### src/design/pge_pkg.sv
`timescale 1ns / 1ps
package pge_pkg;

	localparam int BUF_WORDS   = 64;
	localparam int MAX_MEMBERS = 128;

	localparam int ADDR_W  = (BUF_WORDS > 1) ? $clog2(BUF_WORDS) : 1;
	localparam int OFF_W   = $clog2(BUF_WORDS + 1);
	localparam int LEN_W   = 10;
	localparam int SEQ_W   = 32;
	localparam int CNT_W   = 8;
	localparam int WORD_W  = 64;
	localparam int TDATA_W = 120;

	localparam int QUEUE_DEPTH = 4;
	localparam int QA_W        = $clog2(QUEUE_DEPTH);

	localparam logic [LEN_W-1:0] MAX_BYTES = LEN_W'(BUF_WORDS * 8);

	localparam logic OP_DATA  = 1'b0;
	localparam logic OP_FLUSH = 1'b1;

	// Input tdata bit positions.
	localparam int IN_PB_LO  = 64;
	localparam int IN_SEQ_LO = 74;
	localparam int IN_PL_LO  = 106;

	// Output tdata bit positions.
	localparam int OUT_SEQ_LO = 64;
	localparam int OUT_CNT_LO = 96;
	localparam int OUT_LEN_LO = 104;

	typedef struct packed {
		logic              xor_en;
		logic [ADDR_W-1:0] addr;
		logic [WORD_W-1:0] data;
		logic              emit_en;
		logic [SEQ_W-1:0]  seq;
		logic [CNT_W-1:0]  count;
		logic [LEN_W-1:0]  len;
	} cmd_t;

	typedef enum logic [2:0] {
		BK_IDLE,
		BK_XOR_RD,
		BK_XOR_WR,
		BK_EMIT_RD,
		BK_EMIT_LOAD,
		BK_EMIT_ZERO
	} back_state_t;

endpackage

### src/design/pge_queue.sv
`timescale 1ns / 1ps
module pge_queue import pge_pkg::*; (
	input  logic clk,
	input  logic arst_n,
	input  logic push,
	input  cmd_t push_data,
	output logic full,
	input  logic pop,
	output logic head_valid,
	output cmd_t head_data
);

	cmd_t            slots_q [QUEUE_DEPTH];
	logic [QA_W-1:0] wr_ptr_q;
	logic [QA_W-1:0] rd_ptr_q;
	logic [QA_W:0]   count_q;
	logic            do_push;
	logic            do_pop;

	assign full       = (count_q == (QA_W+1)'(QUEUE_DEPTH));
	assign head_valid = (count_q != '0);
	assign head_data  = slots_q[rd_ptr_q];
	assign do_push    = push && !full;
	assign do_pop     = pop && head_valid;

	always_ff @(posedge clk) begin
		if (do_push) begin
			slots_q[wr_ptr_q] <= push_data;
		end
	end

	always_ff @(posedge clk or negedge arst_n) begin
		if (!arst_n) begin
			wr_ptr_q <= '0;
			rd_ptr_q <= '0;
			count_q  <= '0;
		end else begin
			if (do_push) begin
				wr_ptr_q <= wr_ptr_q + QA_W'(1);
			end
			if (do_pop) begin
				rd_ptr_q <= rd_ptr_q + QA_W'(1);
			end
			if (do_push && !do_pop) begin
				count_q <= count_q + (QA_W+1)'(1);
			end else if (do_pop && !do_push) begin
				count_q <= count_q - (QA_W+1)'(1);
			end
		end
	end

endmodule

### config.mk
export PLATFORM = sky130hd
export DESIGN_NAME = pge_queue
export DESIGN_NICKNAME = d
export VERILOG_FILES = /design/src/design/pge_pkg.sv /design/src/design/pge_queue.sv
export SDC_FILE = /design/constraint.sdc
export NUM_CORES = 1
export LEC_CHECK = 0
export BUFFER_PORTS_ARGS = -buffer_cell sky130_fd_sc_hd__buf_2
export CAP_MARGIN = 20
export CORE_MARGIN = 3
export CORE_UTILIZATION = 51
export DETAILED_ROUTE_END_ITERATION = 6
export GPL_ROUTABILITY_DRIVEN = 0
export PLACE_DENSITY = 0.71
export SLEW_MARGIN = 30
export SYNTH_ARGS = -nofsm -noshare
export SYNTH_HDL_FRONTEND = slang
export SYNTH_SLANG_ARGS = --single-unit
### constraint.sdc
create_clock -name clk -period 3.9 [get_ports clk]
set_clock_uncertainty 0.2 [all_clocks]
set_input_delay 0.39 -clock clk [delete_from_list [all_inputs] [get_ports clk]]
set_output_delay 0.39 -clock clk [all_outputs]
set_load 0.05 [all_outputs]
==> out/metrics.csv, run 1 <==
stage,metric,value,unit
detailed_routing,vias,8546,
worst_setup_path,cp.arrival,2.57,ns
worst_setup_path,crit_path_end_kind,output pin,
synth,yosys_most_used_dff,edfxtp_1,
die,dieHeight,194,um
cells_and_area,multiInputGateArea,2980,sq um
cells_and_area,utilization,65.5,%
clocking,clock_latency,0.55,ns
detailed_routing,drt-initial-drc-count,525,
worst_setup_path,reg2reg_from,count_q[2],
grt,grt_pass1_vias,9350,
synth,synth_cell_types,21,
place,dpl.hpwl,20300,um
synth,synth_common_cells,"edfxtp_1 (488), mux4_2 (122), buf_2 (16), buf_6 (8), dfrtp_1 (7)",
sta,setup_viol,0,
power_and_ir_drop,power_density,850,nW/um^2
detailed_routing,firstDrtPassIters,4,
hold_path,hold_depth,3,
cells_and_area,insertedDiodeCount,0,
hold_path,hold_path_class,input pin to register,
cells_and_area,area_growth,26.1,%
power_and_ir_drop,comb_power_share,38.5,%
sta,slew_headroom,46.5,%
sta,hold_viol_final,0,
synth,synth_seq_area_share,82.4,%
detailed_routing,drtAntennaViolNets,0,
die,ioPinCount,250,
detailed_routing,vias_per_cell,5.43,
outcome,status,"finished, final reports clean",
worst_setup_path,critPathSlowestCell,dfrtp_4,
sta,worst_pin_slew,0.802,ns
die,die-area,37600,sq um
worst_setup_path,crit_buf_inv,2,
worst_setup_path,cp_top_family,flip-flops,
synth,yosysTopAreaCellShare,81.4,%
die,core_area,34600,sq um
worst_setup_path,path_max_fanout,27,
cells_and_area,nets,1217,
grt,grt_start_max_net_pins,55,
clocking,clkSinkCount,495,
power_and_ir_drop,clkPwrFrac,23.0,%
synth,yosys.area.top_type,edfxtp_1,
sta,timing_max_transition_violations_final,0,
worst_setup_path,max_stage_delay,0.82,ns
clocking,clock-root-buffer,clkbuf_16,
cells_and_area,fillers,2219,
worst_setup_path,critPathRequiredTime,3.31,ns
detailed_routing,wire_per_inst,22.3,um
worst_setup_path,cp-start-kind,register,
sta,period_share,81.1,%
detailed_routing,wl,35200,um
sta,setup_tns,0,ns
clocking,htreeDepth,2,
clocking,cts_max_path_buffers,3,
synth,synth_most_common_cell,edfxtp_1,
sta,rsz0062_at_grt,no,
grt,antenna_found_initial,1,
die,die_w,194,um
synth,synth-async-reset-ratio,1.41,%
sta,layout_min_cycle_time,3.16,ns
synth,synth_cells,673,
power_and_ir_drop,internal-power,11900,uW
worst_setup_path,worstRegToRegCells,4,
power_and_ir_drop,p_seq_share,38.5,%
power_and_ir_drop,p_switching,7350,uW
power_and_ir_drop,switching_share,38.1,%
die,num_rows,68,
clocking,cts_tree,done,
worst_setup_path,regToRegSetupSlack,1.21,ns
clocking,postCtsSetupBuffers,0,
synth,syn_area,18000,sq um
sta,fmax,316,MHz
power_and_ir_drop,p_leak,0.00782,uW
detailed_routing,drc_errors,0,
synth,synthTopCellsByArea,"edfxtp_1 (81%), mux4_2 (15%), dfrtp_1 (0.97%), buf_6 (0.50%), buf_2 (0.44%)",
grt,globalRouteTotalUtil,19.0,%
synth,synth_edf_count,488,
synth,avgSynthCellArea,26.7,sq um
die,initial_core_util,52.0,%
synth,ys_warn_count,0,
cells_and_area,drive_above_1_share,41.0,%
power_and_ir_drop,peakVddDrop,0.000808,V
job,cap_viol_max_count,0,
hold_path,worstHoldEndpoint,wr_ptr_q[0],
synth,synth_nets,805,
synth,ys_ff_latch,495,
worst_setup_path,rr_endpoint,slots_q[2][87],
hold_path,hold_start,push,
worst_setup_path,worstSetupPathType,register to output pin,
worst_setup_path,crit_chain,buf_4 -> mux4_2 -> buf_2,
grt,grt_pass1_wl,55400,um
clocking,path_clk_slew,0.06,ns
grt,overflow,0,
clocking,cts_buffers,48,
cells_and_area,regArea,14800,sq um
place,portBuffers,249,
[power by group through the flow]
| stage | logic [uW] | registers, uW | clock network (uW) |
|---|---|---|---|
| CTS | 7540 | 7440 | 4540 |
| global route | 7800 | 7530 | 4750 |
| floorplan | 5830 | 7330 | 0 |
| global placement | 7390 | 7480 | 0 |
| finish | 7420 | 7430 | 4430 |
| detailed placement | 7420 | 7550 | 0 |
[area by class of cell]
class | instances | share of cell area (%)
flip-flops and latches | 495 | 65.4
multi-input cells | 146 | 13.1
repair buffers | 391 | 12.3
clock buffers | 59 | 5.57
well taps | 455 | 2.51
clock inverters | 26 | 1.08
inverters | 3 | 0.0496
[worst min-delay path: stages]
cell and delay [ns]:
buf_2 0.10, nor2b_1 0.21, xnor2_1 0.16
[layout by cell type (no fill, tap or decap), types with 3 or more instances in the layout]
| cell type | synthesis | final |
|---|---|---|
| edfxtp_1 | 488 | 488 |
| clkbuf_16 | 0 | 49 |
| dlygate4sd3_1 | 0 | 125 |
| bufinv_16 | 0 | 5 |
| clkinv_1 | 0 | 12 |
| dfrtp_1 | 7 | 5 |
| clkbuf_1 | 4 | 10 |
| buf_12 | 0 | 13 |
| and2_4 | 0 | 4 |
| ha_1 | 5 | 5 |
| buf_2 | 16 | 249 |
| mux4_2 | 122 | 122 |
| clkinv_2 | 0 | 8 |
| buf_4 | 1 | 4 |
| inv_1 | 3 | 3 |
| xnor2_1 | 4 | 4 |
[registers in the layout, summed over array words and instances, names as in the netlist]
name,cells
rd_ptr_q,2
slots_q,488
wr_ptr_q,2
count_q,3
[metal layers]
metal | GRT usage [%] | routed length (um)
met1 | 25.6 | 14100
met2 | 31.2 | 17600
met3 | 5.58 | 2730
met4 | 5.11 | 707
met5 | 0 | 17
[worst max-delay path by stage]
stage / to / from / depth (start not counted) / slack, ns
2_1_floorplan: slots_q[0][0] / count_q[2] / 4 / 0.82
3_3_place_gp: slots_q[1][51] / count_q[2] / 4 / 1.20
5_1_grt: head_data[64] / rd_ptr_q[0] / 3 / 0.55
4_1_cts: head_data[37] / rd_ptr_q[0] / 3 / 0.63
3_5_place_dp: slots_q[1][51] / count_q[2] / 4 / 1.18
6_report: head_data[37] / rd_ptr_q[0] / 3 / 0.74
[through the flow]
stage | cells | hold WS (ns) | instance area (sq um) | setup slack (ns) | total power, uW
6_report | 1575 | 0.140 | 22700 | 0.736 | 19300
2_1_floorplan | 673 | -0.106 | 18000 | 0.820 | 13200
3_5_place_dp | 1365 | 0.0372 | 19900 | 1.18 | 15000
5_1_grt | 1575 | 0.166 | 22700 | 0.554 | 20100
3_3_place_gp | 1365 | 0.0325 | 19900 | 1.20 | 14900
4_1_cts | 1575 | 0.107 | 22700 | 0.629 | 19500
[cell families (layout without fill, tap and decap cells)]
family / after synthesis / in the layout / share of synthesized area [%]
multiplexers: 124 / 124 / 15.4
buffers and inverters: 32 / 479 / 1.13
adder cells (fa/ha/maj): 6 / 6 / 0.459
XOR/XNOR: 6 / 6 / 0.292
flip-flops: 495 / 495 / 82.4
AND/OR/NAND/NOR: 10 / 10 / 0.347
[repair_timing]
| item | CTS | global route |
|---|---|---|
| resized for setup | 0 | 0 |
| endpoints found under the hold margin | 497 | 0 |
| hold buffers | 125 | 0 |
(Power assumes the default switching activity.)
==> run 2, diff against run 1 <==
==> constraint.sdc (replaced) <==
create_clock -name clk -period 2.7 [get_ports clk]
set_clock_uncertainty 0.2 [all_clocks]
set_input_delay 0.27 -clock clk [delete_from_list [all_inputs] [get_ports clk]]
set_output_delay 0.27 -clock clk [all_outputs]
set_load 0.05 [all_outputs]
==> out/metrics.csv, run 2 (same netlist as run 1, synthesis figures left out) <==
stage,metric,value,unit,change
place,dpl.cell_count,1368,,was 1365
worst_setup_path,cp-start-kind,register,,unchanged
worst_setup_path,cp_top_family,buffers and inverters,,was flip-flops
detailed_routing,drc_errors,0,,unchanged
sta,fmax,379,MHz,
clocking,cts_tree,done,,unchanged
grt,globalRouteTotalUtil,18.9,%,was 19.0%
cells_and_area,nets,1227,,was 1217
detailed_routing,vias_per_cell,5.38,,was 5.43
grt,grt_pass1_vias,9629,,was 9350
grt,antenna_found_initial,2,,was 1
cells_and_area,drive_above_1_share,41.1,%,was 41.0%
clocking,path_clk_slew,0.06,ns,about the same
cells_and_area,final_common_cell,edfxtp_1,,unchanged
cells_and_area,largest_reg_flops,488,,unchanged
clocking,htreeDepth,2,,unchanged
worst_setup_path,path_depth,4,,was 3
grt,grt_pass1_wl,55500,um,was 55400 um
worst_setup_path,critPathRequiredTime,2.23,ns,was 3.31 ns
power_and_ir_drop,power,27900,uW,was 19300 uW
clocking,clock_latency,0.54,ns,was 0.55 ns
clocking,clock-root-buffer,clkbuf_16,,unchanged
die,dieHeight,194,um,unchanged
sta,slew_headroom,61.5,%,was 46.5%
sta,rsz0062_at_grt,yes,,was no
worst_setup_path,worstRegToRegCells,8,,was 4
sta,layout_min_cycle_time,2.64,ns,
worst_setup_path,crit_buf_inv,3,,was 2
die,core_area,34600,sq um,unchanged
detailed_routing,vias,8554,,was 8546
cells_and_area,final_cell_mix,"edfxtp_1 (488), buf_2 (248), dlygate4sd3_1 (126)",,"was edfxtp_1 (488), buf_2 (249), dlygate4sd3_1 (125)"
power_and_ir_drop,p_leak,0.00788,uW,was 0.00782 uW
cells_and_area,reg.largest.list,"slots_q: 488 flops, count_q: 3 flops",,unchanged
clocking,clkSinkCount,495,,unchanged
die,num_rows,68,,unchanged
job,cap_viol_max_count,0,,unchanged
worst_setup_path,critPathSlowestCell,mux4_2,,was dfrtp_4
detailed_routing,firstDrtPassIters,5,,was 4
die,ioPinCount,250,,unchanged
power_and_ir_drop,power_density,1220,nW/um^2,was 850 nW/um^2
hold_path,hold_depth,2,,was 3
worst_setup_path,max_stage_delay,0.58,ns,was 0.82 ns
place,dpl.hpwl,19500,um,was 20300 um
sta,worst_pin_slew,0.577,ns,was 0.802 ns
worst_setup_path,path_max_fanout,28,,was 27
detailed_routing,drtAntennaViolNets,0,,unchanged
sta,setup_viol,0,,unchanged
grt,overflow,0,,unchanged
cells_and_area,area_growth,26.8,%,was 26.1%
outcome,status,"finished, final reports clean",,unchanged
grt,grt_start_max_net_pins,96,,was 55
sta,hold_viol_final,0,,unchanged
power_and_ir_drop,peakVddDrop,0.000851,V,was 0.000808 V
sta,period_share,97.6,%,
place,portBuffers,249,,unchanged
worst_setup_path,crit_path_end_kind,output pin,,unchanged
sta,timing_max_transition_violations_final,0,,unchanged
sta,holdWs,0.262,ns,was 0.140 ns
die,die_w,194,um,unchanged
detailed_routing,wl,35200,um,about the same
worst_setup_path,cp.arrival,2.17,ns,was 2.57 ns
place,place_ws,0.373,ns,was 1.18 ns
cells_and_area,largest_register,slots_q,,unchanged
clocking,cts_buffers,49,,was 48
die,initial_core_util,52.0,%,unchanged
hold_path,hold_path_class,input pin to register,,unchanged
cells_and_area,utilization,65.9,%,was 65.5%
cells_and_area,finalNonFillerCells,1590,,was 1575
detailed_routing,wire_per_inst,22.1,um,was 22.3 um
worst_setup_path,crit_chain,buf_12 -> buf_16 -> mux4_2 -> buf_2,,was buf_4 -> mux4_2 -> buf_2
clocking,cts_max_path_buffers,3,,unchanged
detailed_routing,drt-initial-drc-count,457,,was 525
sta,timing.final.ws_setup,0.0648,ns,was 0.736 ns
die,die-area,37600,sq um,unchanged
worst_setup_path,worstSetupPathType,register to output pin,,unchanged
[run 2: metrics by stage]
stage / TNS [ns] / area, sq um
final: 0 / 22800
after global routing: -0.0192 / 22800
after CTS: 0 / 22800
after detailed placement: 0 / 20000
after global placement: 0 / 20000
after floorplan: -185.28 / 18000
[run 2: where the power goes]
| part | switching (uW) | total (uW) | internal, uW |
|---|---|---|---|
| sequential | 354 | 10500 | 10200 |
| combinational | 7700 | 11200 | 3540 |
| clock | 2640 | 6190 | 3550 |
[run 2: cell type report]
class | instances | area [sq um]
Timing Repair Buffer | 400 | 2950
Sequential cell | 495 | 14800
Antenna cell | 2 | 5.00
Inverter | 3 | 11.3
Tap cell | 455 | 569
Clock buffer | 66 | 1290
Multi-Input combinational cell | 146 | 2980
Clock inverter | 23 | 186
Fill cell | 2177 | 11800
[run 2: routing by layer]
metal	routed length, um	up-vias	track usage [%]
li1	-	3776	-
met1	14500	4428	26.0
met2	17400	301	30.8
met3	2690	49	5.33
met4	597	0	4.36
met5	0	-	0
[run 2: final timing paths]
| kind | end | slack [ns] | startpoint |
|---|---|---|---|
| worst max register to register | count_q[2] | 0.39 | count_q[0] |
| worst min-delay path | slots_q[2][24] | 0.26 | push_data[24] |
| worst max-delay path | head_data[25] | 0.06 | rd_ptr_q[0] |
| max in group asynchronous | rd_ptr_q[0] | 1.51 | arst_n |
| min in group asynchronous | count_q[0] | 0.50 | arst_n |
| worst min register to register | count_q[2] | 0.28 | count_q[2] |
[run 2: worst register-to-register path, cell delays in order (launching register included)]
cell	delay, ns
dfrtp_1	0.43
or3_1	0.43
nand2_1	0.12
ha_1	0.19
inv_1	0.06
fa_1	0.38
xor2_1	0.17
nor2_1	0.11
xor2_1	0.14
[run 2: what timing repair did]
action,in CTS,in global routing
endpoints found under the setup margin,114,14
gates cloned,0,1
hold endpoints to repair,498,0
hold buffers,126,0
resized for setup,0,6
setup buffers,4,0
