<file path="config.mk">
export PLATFORM = sky130hd
export DESIGN_NAME = pge_front
export DESIGN_NICKNAME = d
export VERILOG_FILES = /design/src/design/pge_pkg.sv /design/src/design/pge_front.sv
export SDC_FILE = /design/constraint.sdc
export NUM_CORES = 1
export LEC_CHECK = 0
export ABC_CLOCK_PERIOD_IN_PS = 5840
export BUFFER_PORTS_ARGS = -buffer_cell sky130_fd_sc_hd__buf_2
export CAP_MARGIN = 20
export CORE_UTILIZATION = 53
export DETAILED_ROUTE_END_ITERATION = 10
export PLACE_DENSITY = 0.89
export SLEW_MARGIN = 30
export SYNTH_ARGS = -nofsm -noshare
export SYNTH_HDL_FRONTEND = slang
export SYNTH_SLANG_ARGS = --single-unit
</file>
<file path="constraint.sdc">
create_clock -name clk -period 5.84 [get_ports clk]
set_input_delay 0 -clock clk [delete_from_list [all_inputs] [get_ports clk]]
set_output_delay 0 -clock clk [all_outputs]
set_load 0.1 [all_outputs]
</file>
<file path="src/design/pge_pkg.sv">
`timescale 1ns / 1ps
package pge_pkg;

	localparam int BUF_WORDS   = 64;
	localparam int MAX_MEMBERS = 128;

	localparam int ADDR_W  = (BUF_WORDS > 1) ? $clog2(BUF_WORDS) : 1;
	localparam int OFF_W   = $clog2(BUF_WORDS + 1);
	localparam int LEN_W   = 10;
	localparam int SEQ_W   = 32;
	localparam int CNT_W   = 8;
	localparam int WORD_W  = 64;
	localparam int TDATA_W = 120;

	localparam int QUEUE_DEPTH = 4;
	localparam int QA_W        = $clog2(QUEUE_DEPTH);

	localparam logic [LEN_W-1:0] MAX_BYTES = LEN_W'(BUF_WORDS * 8);

	localparam logic OP_DATA  = 1'b0;
	localparam logic OP_FLUSH = 1'b1;

	// Input tdata bit positions.
	localparam int IN_PB_LO  = 64;
	localparam int IN_SEQ_LO = 74;
	localparam int IN_PL_LO  = 106;

	// Output tdata bit positions.
	localparam int OUT_SEQ_LO = 64;
	localparam int OUT_CNT_LO = 96;
	localparam int OUT_LEN_LO = 104;

	typedef struct packed {
		logic              xor_en;
		logic [ADDR_W-1:0] addr;
		logic [WORD_W-1:0] data;
		logic              emit_en;
		logic [SEQ_W-1:0]  seq;
		logic [CNT_W-1:0]  count;
		logic [LEN_W-1:0]  len;
	} cmd_t;

	typedef enum logic [2:0] {
		BK_IDLE,
		BK_XOR_RD,
		BK_XOR_WR,
		BK_EMIT_RD,
		BK_EMIT_LOAD,
		BK_EMIT_ZERO
	} back_state_t;

endpackage

</file>
<file path="src/design/pge_front.sv">
`timescale 1ns / 1ps
module pge_front import pge_pkg::*; (
	input  logic               clk,
	input  logic               arst_n,
	input  logic               s_axis_tvalid,
	output logic               s_axis_tready,
	input  logic [TDATA_W-1:0] s_axis_tdata,
	input  logic               s_axis_tlast,
	input  logic [0:0]         s_axis_tuser,
	input  logic               cfg_valid,
	output logic               cfg_ready,
	input  logic [CNT_W-1:0]   cfg_data,
	input  logic               q_full,
	output logic               q_push,
	output cmd_t               q_cmd
);

	logic [OFF_W-1:0] word_offset_q;
	logic [CNT_W-1:0] member_index_q;
	logic [LEN_W-1:0] parity_length_q;
	logic [SEQ_W-1:0] group_start_q;
	logic [SEQ_W-1:0] group_end_q;
	logic [CNT_W-1:0] group_size_q;

	logic              accept;
	logic              is_data;
	logic              pkt_done;
	logic              xor_en;
	logic              emit_pkt;
	logic              emit_flush;
	logic [WORD_W-1:0] data_word;
	logic [LEN_W-1:0]  packet_bytes;
	logic [SEQ_W-1:0]  packet_seq;
	logic [LEN_W-1:0]  payload_len;
	logic [LEN_W-1:0]  pb_sat;
	logic [LEN_W-1:0]  new_len;
	logic [CNT_W-1:0]  mi_inc;
	logic [CNT_W-1:0]  limit;
	logic [SEQ_W-1:0]  end_new;

	assign cfg_ready     = 1'b1;
	assign s_axis_tready = !q_full;
	assign accept        = s_axis_tvalid && s_axis_tready;

	assign data_word    = s_axis_tdata[WORD_W-1:0];
	assign packet_bytes = s_axis_tdata[IN_PB_LO +: LEN_W];
	assign packet_seq   = s_axis_tdata[IN_SEQ_LO +: SEQ_W];
	assign payload_len  = s_axis_tdata[IN_PL_LO +: LEN_W];

	always_comb begin
		is_data  = (s_axis_tuser[0] == OP_DATA);
		pkt_done = is_data && s_axis_tlast;
		xor_en   = is_data && (word_offset_q < OFF_W'(BUF_WORDS));
		pb_sat   = (packet_bytes > MAX_BYTES) ? MAX_BYTES : packet_bytes;
		new_len  = (pb_sat > parity_length_q) ? pb_sat : parity_length_q;
		mi_inc   = member_index_q + CNT_W'(1);
		end_new  = packet_seq + {{(SEQ_W-LEN_W){1'b0}}, payload_len};
		if (group_size_q == '0) begin
			limit = CNT_W'(1);
		end else if (group_size_q > CNT_W'(MAX_MEMBERS)) begin
			limit = CNT_W'(MAX_MEMBERS);
		end else begin
			limit = group_size_q;
		end
		emit_pkt   = pkt_done && (mi_inc >= limit);
		emit_flush = (s_axis_tuser[0] == OP_FLUSH) && (member_index_q != '0);

		q_cmd.xor_en  = xor_en;
		q_cmd.addr    = word_offset_q[ADDR_W-1:0];
		q_cmd.data    = data_word;
		q_cmd.emit_en = emit_pkt || emit_flush;
		q_cmd.seq     = group_start_q;
		q_cmd.count   = pkt_done ? mi_inc : member_index_q;
		q_cmd.len     = pkt_done ? new_len : parity_length_q;
		q_push        = accept && (xor_en || emit_pkt || emit_flush);
	end

	always_ff @(posedge clk or negedge arst_n) begin
		if (!arst_n) begin
			word_offset_q   <= '0;
			member_index_q  <= '0;
			parity_length_q <= '0;
			group_start_q   <= '0;
			group_end_q     <= '0;
			group_size_q    <= CNT_W'(4);
		end else begin
			if (cfg_valid && cfg_ready) begin
				group_size_q <= cfg_data;
			end
			if (accept && is_data) begin
				if (s_axis_tlast) begin
					word_offset_q <= '0;
				end else if (xor_en) begin
					word_offset_q <= word_offset_q + OFF_W'(1);
				end
			end
			if (accept && pkt_done) begin
				group_end_q <= end_new;
				if (emit_pkt) begin
					group_start_q   <= end_new;
					member_index_q  <= '0;
					parity_length_q <= '0;
				end else begin
					member_index_q  <= mi_inc;
					parity_length_q <= new_len;
				end
			end
			if (accept && emit_flush) begin
				group_start_q   <= group_end_q;
				member_index_q  <= '0;
				parity_length_q <= '0;
			end
		end
	end

endmodule

</file>
==> results of run 1 <==
sequential cells by signal, indices dropped and copies added (netlist names):
register	count
group_size_q	8
group_start_q	32
word_offset_q	7
group_end_q	32
parity_length_q	10
member_index_q	8
routing by layer:
| metal | up-vias | wire length [um] | track usage, % | part of all wire, % |
|---|---|---|---|---|
| li1 | 2469 | - | - | - |
| met3 | 21 | 887 | 4.593 | 6.3 |
| met1 | 2369 | 6134 | 31.25 | 44 |
| met4 | 0 | 187 | 8.267 | 1.3 |
| met5 | - | 0 | 0 | 0 |
| met2 | 205 | 6795 | 38.51 | 49 |
through the flow:
step / utilization [%] / cells
6_report: 60.08 / 903
3_3_place_gp: 56.01 / 873
5_1_grt: 60.08 / 903
2_1_floorplan: - / 698
3_5_place_dp: 56.03 / 873
4_1_cts: 60.05 / 903
cells in the mapped netlist, types with 8 or more instances:
cell type / number / area share, %
clkbuf_1: 12 / 0.72
mux2_2: 8 / 1.4
xor2_1: 25 / 3.5
inv_1: 21 / 1.3
nand3_1: 22 / 1.8
a21oi_1: 37 / 3.0
buf_4: 74 / 8.9
and3_1: 8 / 0.80
ha_1: 31 / 6.2
nor2b_1: 11 / 1.1
o21ai_1: 9 / 0.72
xnor2_1: 20 / 2.8
nand2_1: 95 / 5.7
dfrtp_1: 96 / 38
a22o_1: 10 / 1.4
o21ai_0: 67 / 5.4
nor2_1: 41 / 2.5
a22oi_1: 11 / 1.3
worst paths after layout:
kind	start	cells after the start	to
setup / recovery	member_index_q[2]$_DFFE_PN0P_	13	group_start_q[22]$_DFFE_PN0P_
hold / removal	s_axis_tdata[51]	0	q_cmd[102]
setup reg to reg	member_index_q[2]$_DFFE_PN0P_	13	group_start_q[22]$_DFFE_PN0P_
hold reg to reg	group_end_q[4]$_DFFE_PN0P_	2	group_start_q[4]$_DFFE_PN0P_
max in group asynchronous	arst_n	3	group_end_q[24]$_DFFE_PN0P_
min in group asynchronous	arst_n	2	parity_length_q[4]$_DFFE_PN0P_
layout make-up:
class / count / area [um2]
Fill cell: 985 / 4578
Multi-Input combinational cell: 481 / 3074
Sequential cell: 97 / 2429
Timing Repair Buffer: 144 / 803.3
Clock buffer: 10 / 229.0
Tap cell: 143 / 178.9
Clock inverter: 6 / 92.59
Inverter: 22 / 82.58
power by group through the flow:
stage          Sequential (W)  Clock, W  Combinational [W]
2_1_floorplan         0.00165         0           0.000813
3_3_place_gp         0.000964         0            0.00154
3_5_place_dp         0.000967         0            0.00157
4_1_cts              0.000959  0.000646            0.00158
5_1_grt              0.000981  0.000676            0.00166
6_report             0.000960  0.000634            0.00157
logic make-up after synthesis:
logic type	share of synthesized area (%)
xor gates and xnor gates	6.299
buffers and inverters	12.22
other	0.05993
AOI/OAI and AO/OA	17.46
muxes	1.760
DFF	38.81
and+or+nand+nor	16.88
adders and majority gates	6.519
==> flow_metrics.py, run 1 <==
metrics = {
    "outcome": {
        "status": "complete, no violations",
    },
    "cells_and_area": {
        "most-common-layout-cells": "buf_2 (125), dfrtp_1 (96), nand2_1 (95), o21ai_0 (67), nor2_1 (39)",
        "fin_area_um2": 6889,
        "final_layout_size_suffix_gt1_share_pct": 22.63,
        "layout.cells.most_common": "buf_2",
        "nNetsFinal": 922,
        "syn2layout_area_growth_pct": 10.10,
        "antenna_cells": 0,
    },
    "clocking": {
        "clk-insertion-delay-late_ns": 0.34,
        "clk_pin_slew_ns": 0.07,
        "post_cts_resize_count": 0,
        "cts_num_sinks": 97,
        "cts_hold_repair.buffers": 14,
        "post_cts.repair.setup_buffers": 0,
        "cts-buffers-inserted": 9,
        "cts_htree_levels": 3,
        "root_buffer": "clkbuf_16",
        "tritoncts": "built",
        "cts_max_path_buffers": 2,
    },
    "yosys": {
        "syn_nets": 865,
        "synth-edff-count": 0,
        "synth_async_sr_flop_share_pct": 100.0,
        "synth_warnings": 0,
        "avgSynthCellArea_um2": 8.965,
        "synth-seq-area-share_pct": 38.81,
        "mappedNetlistArea_um2": 6257,
        "postSynthRegisterBits": 97,
        "yosys_most_used_dff": "dfrtp_1",
        "synth_cell_type_count": 65,
        "syn-instance-count": 698,
    },
    "sta": {
        "rsz0062_at_grt": "false",
        "whs_ns": 0.00002793,
        "timing.final.crit_share_pct": 62.83,
        "finalHoldViolations": 0,
        "largest_clock_skew_in_the_final_design_ns": 0.004755,
        "finalMaxSlewViolations": 0,
        "fmax_ghz": 0.2725,
        "postLayoutSetupSlackWorst_ns": 2.171,
        "minimum_period_implied_by_the_final_worst_setup_slack_ns": 3.669,
        "finalSetupViolations": 0,
        "timing.setup.tns_ns": 0,
        "maxSlewHeadroom_pct": 42.01,
        "worst_pin_slew_ns": 0.8681,
    },
    "place": {
        "cell_area_placed_um2": 6425,
        "place.detailed.hpwl_mm": 9.930,
        "io_buffers": 126,
        "finalWeightedCongestion": 0.8568,
        "place_ws_ns": 2.162,
    },
    "power": {
        "power.share.clock_pct": 20.0,
        "power_w": 0.003168,
        "p_leak_nw": 3.223,
        "sequentialPowerShare_pct": 30.3,
        "cell_internal_pwr_w": 0.001522,
        "power.combinational.fraction_pct": 49.7,
        "p_sw_w": 0.001646,
        "cellPowerDensity_nw_per_um2": 459.9,
        "power.ir.vdd_worst_mv": 0.5462,
        "power.share.switching_pct": 51.95,
    },
    "worst_setup_path": {
        "worstPathMaxFanout": 24,
        "crit_arrival_ns": 3.94,
        "setup.worst_path.end_class": "flip-flop",
        "crit_buf_inv": 1,
        "worst-setup-path-type": "flip-flop to flip-flop",
        "crit_required_ns": 6.11,
        "start_kind": "flip-flop",
        "max_stage_delay_ns": 0.60,
        "cells_traversed_along_the_worst_timing_path": "and3_1, nand3_1, nor2_1, xor2_1, ha_1, a21oi_1, o21ai_0, and2_1, a31oi_2, buf_4, and3_1, a21oi_1, o21ai_1",
        "timing.critical_path.slowest_stage_cell": "a31oi_2",
        "ff2ff_setup_slack_ns": 2.17,
        "critical-path-top-delay-family": "simple AND/OR/NAND/NOR gates",
    },
    "floorplan": {
        "fp-row-count": 39,
        "die_y_um": 110.7,
        "core_region_area_um2": 11470,
        "start_util_pct": 54.57,
        "floorplan.die_area_um2": 12240,
        "top_level_ports": 260,
        "die_width_um": 110.7,
    },
    "global_route": {
        "grt_pass1_wl_mm": 23.45,
        "vias_in_the_first_global_route": 4826,
        "pin_count_of_the_biggest_net_entering_global_routing": 66,
        "globalRouteTotalUtil_pct": 23.56,
        "globalRouteOverflowTotal": 0,
        "antenna_found_initial": 0,
    },
    "drt": {
        "vias_per_cell": 5.608,
        "dr_vias": 5064,
        "route.antenna.remaining_nets": 0,
        "routedWlPerCell_um": 15.51,
        "postRouteWirelength_mm": 14.01,
        "firstDrtPassIters": 5,
        "dr.first_iter.drc_count": 396,
        "post-route-drc-count": 0,
    },
    "flow_run": {
        "max-cap-violations": 0,
    },
    "min_path": {
        "hold_path.class": "primary input to output pin",
    },
}
No activity file was read; power rests on OpenSTA's default activity.
==> run 2, diff against run 1 <==
--- a/config.mk
+++ b/config.mk
@@ -5,12 +5,12 @@
 export SDC_FILE = /design/constraint.sdc
 export NUM_CORES = 1
 export LEC_CHECK = 0
-export ABC_CLOCK_PERIOD_IN_PS = 5840
+export ABC_CLOCK_PERIOD_IN_PS = 3100
 export BUFFER_PORTS_ARGS = -buffer_cell sky130_fd_sc_hd__buf_2
 export CAP_MARGIN = 20
-export CORE_UTILIZATION = 53
+export CORE_UTILIZATION = 44
 export DETAILED_ROUTE_END_ITERATION = 10
-export PLACE_DENSITY = 0.89
+export PLACE_DENSITY = 0.79
 export SLEW_MARGIN = 30
 export SYNTH_ARGS = -nofsm -noshare
 export SYNTH_HDL_FRONTEND = slang
==> constraint.sdc (replaced) <==
create_clock -name clk -period 3.1 [get_ports clk]
set_input_delay 0 -clock clk [delete_from_list [all_inputs] [get_ports clk]]
set_output_delay 0 -clock clk [all_outputs]
set_load 0.1 [all_outputs]
==> run 2 against run 1 <==
Compared with the run above:
- count of clock-buffer cells in the layout down 1
- via count up 0.30%
- final area up 6.1%
- flip-flop and latch count unchanged
- die area up 20%
- power up 90%
- first-iteration DRC count down 24%
- hold slack about the same
- final cell count up 6.4%
- critical path depth down 1
==> flow_metrics.py, run 2 (synthesized netlist as in run 1, its figures left out) <==
metrics = {
    "global_route": {
        "top_usage_layer": "met2",
        "globalRouteMet1Util_pct": 26.30,
        "groute.layer.met3.usage_pct": 4.276,
        "grt_pass1_wl_mm": 23.15,
        "globalRouteTotalUtil_pct": 20.00,
        "pin_count_of_the_biggest_net_entering_global_routing": 71,
        "vias_in_the_first_global_route": 4768,
        "antenna_found_initial": 0,
        "globalRouteOverflowTotal": 0,
        "grt.met2_usage_pct": 32.29,
    },
    "clocking": {
        "clk-insertion-delay-late_ns": 0.35,
        "root_buffer": "clkbuf_16",
        "cts_htree_levels": 3,
        "tritoncts": "built",
        "cts_max_path_buffers": 2,
        "cts-buffers-inserted": 9,
        "cts_num_sinks": 97,
        "clk_pin_slew_ns": 0.07,
    },
    "floorplan": {
        "die_width_um": 121.3,
        "start_util_pct": 45.08,
        "fp-row-count": 43,
        "core_region_area_um2": 13880,
        "top_level_ports": 260,
        "die_y_um": 121.3,
        "floorplan.die_area_um2": 14700,
    },
    "worst_setup_path": {
        "rr_worst_depth": 11,
        "start_kind": "flip-flop",
        "crit_arrival_ns": 2.86,
        "crit_required_ns": 3.10,
        "setup.worst_path.end_class": "output pin",
        "regToRegStartpoint": "member_index_q[0]$_DFFE_PN0P_",
        "ff2ff_setup_slack_ns": 0.29,
        "regToRegEndpoint": "parity_length_q[8]$_DFFE_PN0P_",
        "worstPathMaxFanout": 7,
        "worst-setup-path-type": "flip-flop to output pin",
    },
    "place": {
        "finalWeightedCongestion": 0.9029,
        "place_ws_ns": -0.06880,
        "place.detailed.hpwl_mm": 10.37,
        "io_buffers": 126,
    },
    "drt": {
        "dr.first_iter.drc_count": 299,
        "route.antenna.remaining_nets": 0,
        "vias_per_cell": 5.285,
        "firstDrtPassIters": 5,
        "routedWlPerCell_um": 14.83,
        "post-route-drc-count": 0,
        "dr_vias": 5079,
        "postRouteWirelength_mm": 14.25,
    },
    "min_path": {
        "hold_path.class": "primary input to output pin",
        "hold-path-endpoint": "q_cmd[57]",
        "hold_path_startpoint": "s_axis_tdata[6]",
        "worst_hold_path_cell_count": 0,
    },
    "power": {
        "p_leak_nw": 3.374,
        "cellPowerDensity_nw_per_um2": 821.7,
        "power.ir.vdd_worst_mv": 0.8605,
    },
    "sta": {
        "postLayoutSetupSlackWorst_ns": 0.2382,
        "finalMaxSlewViolations": 0,
        "minimum_period_implied_by_the_final_worst_setup_slack_ns": 2.862,
        "timing.final.crit_share_pct": 92.32,
        "finalSetupViolations": 0,
        "largest_clock_skew_in_the_final_design_ns": 0.01265,
        "finalHoldViolations": 0,
        "rsz0062_at_grt": "false",
        "worst_pin_slew_ns": 0.8316,
        "fmax_ghz": 0.3494,
        "maxSlewHeadroom_pct": 44.50,
    },
    "cells_and_area": {
        "seq_area_um2": 2430,
        "largest_registers": "group_end_q (32), group_start_q (32), parity_length_q (10)",
        "area_of_combinational_cells_with_multiple_inputs_um2": 3131,
        "antenna_cells": 0,
        "nNetsFinal": 943,
        "layout.cells.most_common": "buf_2",
        "fillerInstances": 1285,
        "most-common-layout-cells": "buf_2 (113), nand2_1 (95), dfrtp_1 (95), o21ai_0 (57), a21oi_1 (37)",
        "syn2layout_area_growth_pct": 16.82,
        "finish.utilization_pct": 52.66,
        "final_layout_size_suffix_gt1_share_pct": 25.22,
    },
    "flow_run": {
        "max-cap-violations": 0,
    },
    "outcome": {
        "status": "complete, no violations",
    },
}
## run 2: cell count changes in the layout (fill, tap and decap cells not counted), moves of 2 or more
cell           change
o21ai_0           -10
bufinv_16          -2
clkinv_2           +2
clkinvlp_4         -2
buf_4             +13
buf_2             -12
nor2_4             +2
dlygate4sd3_1      +6
inv_6              +4
nor2_1             -3
o21ai_1            +9
buf_12            +12
clkinv_4           -2
## run 2: area by class of cell
type                    count  area share (%)
multi-input cells         481           42.83
flip-flops and latches     97           33.24
repair buffers            165           15.87
clock buffers               9           3.081
well taps                 180           3.081
inverters                  22           1.130
clock inverters             7          0.7703
## run 2: repair_timing
action | 4_1_cts | 5_1_grt
gates cloned | 0 | 0
pin swaps | 0 | 1
setup endpoints to repair | 13 | 38
hold buffers | 20 | 0
gates resized for setup | 2 | 9
buffers inserted | 0 | 1
hold endpoints to repair | 89 | 0
## run 2: worst max-delay path, stage by stage (launching register included)
cell	delay, ns
dfrtp_1	0.46
ha_1	0.20
and3_1	0.21
nand3_1	0.18
xnor2_1	0.18
ha_1	0.28
nand2_1	0.08
nor2_2	0.27
nand3_1	0.17
nand3_4	0.10
nor2_1	0.07
nor2_4	0.13
buf_12	0.18
## run 2: worst max-delay path by stage
| stage | start | to | cells after the start |
|---|---|---|---|
| after CTS | member_index_q[0]$_DFFE_PN0P_ | group_start_q[11]$_DFFE_PN0P_ | 11 |
| after global placement | member_index_q[0]$_DFFE_PN0P_ | group_start_q[16]$_DFFE_PN0P_ | 11 |
| after detailed placement | member_index_q[0]$_DFFE_PN0P_ | group_start_q[14]$_DFFE_PN0P_ | 11 |
| after floorplan | s_axis_tdata[69] | q_cmd[1] | 12 |
| final | member_index_q[0]$_DFFE_PN0P_ | q_push | 12 |
| after global routing | s_axis_tdata[69] | q_cmd[0] | 13 |
## run 2: through the flow
stage	std cells	TNS, ns	power [W]	hold slack (ns)	cell area [um2]
final	961	0	0.006006	0.00004386	7310
after global routing	961	0	0.006294	0.0001428	7310
after CTS	960	0	0.006015	0.0006813	7267
after detailed placement	924	-0.5396	0.004911	0.0006813	6784
after global placement	924	0	0.004872	0.0006813	6784
after floorplan	698	-3.562	0.004653	-0.2956	6281
## run 2: report_power, final
part           leakage, nW  internal [W]  switching, W  total (W)
registers             1.23       0.00159      0.000228    0.00182
logic                 2.00      0.000679       0.00243    0.00311
clock network        0.143      0.000559      0.000520    0.00108
## run 2: per-layer routing
metal,wire length (um),share of wire [%]
met3,872,6.1
met2,6574,46
met4,247,1.7
met5,0,0
met1,6557,46
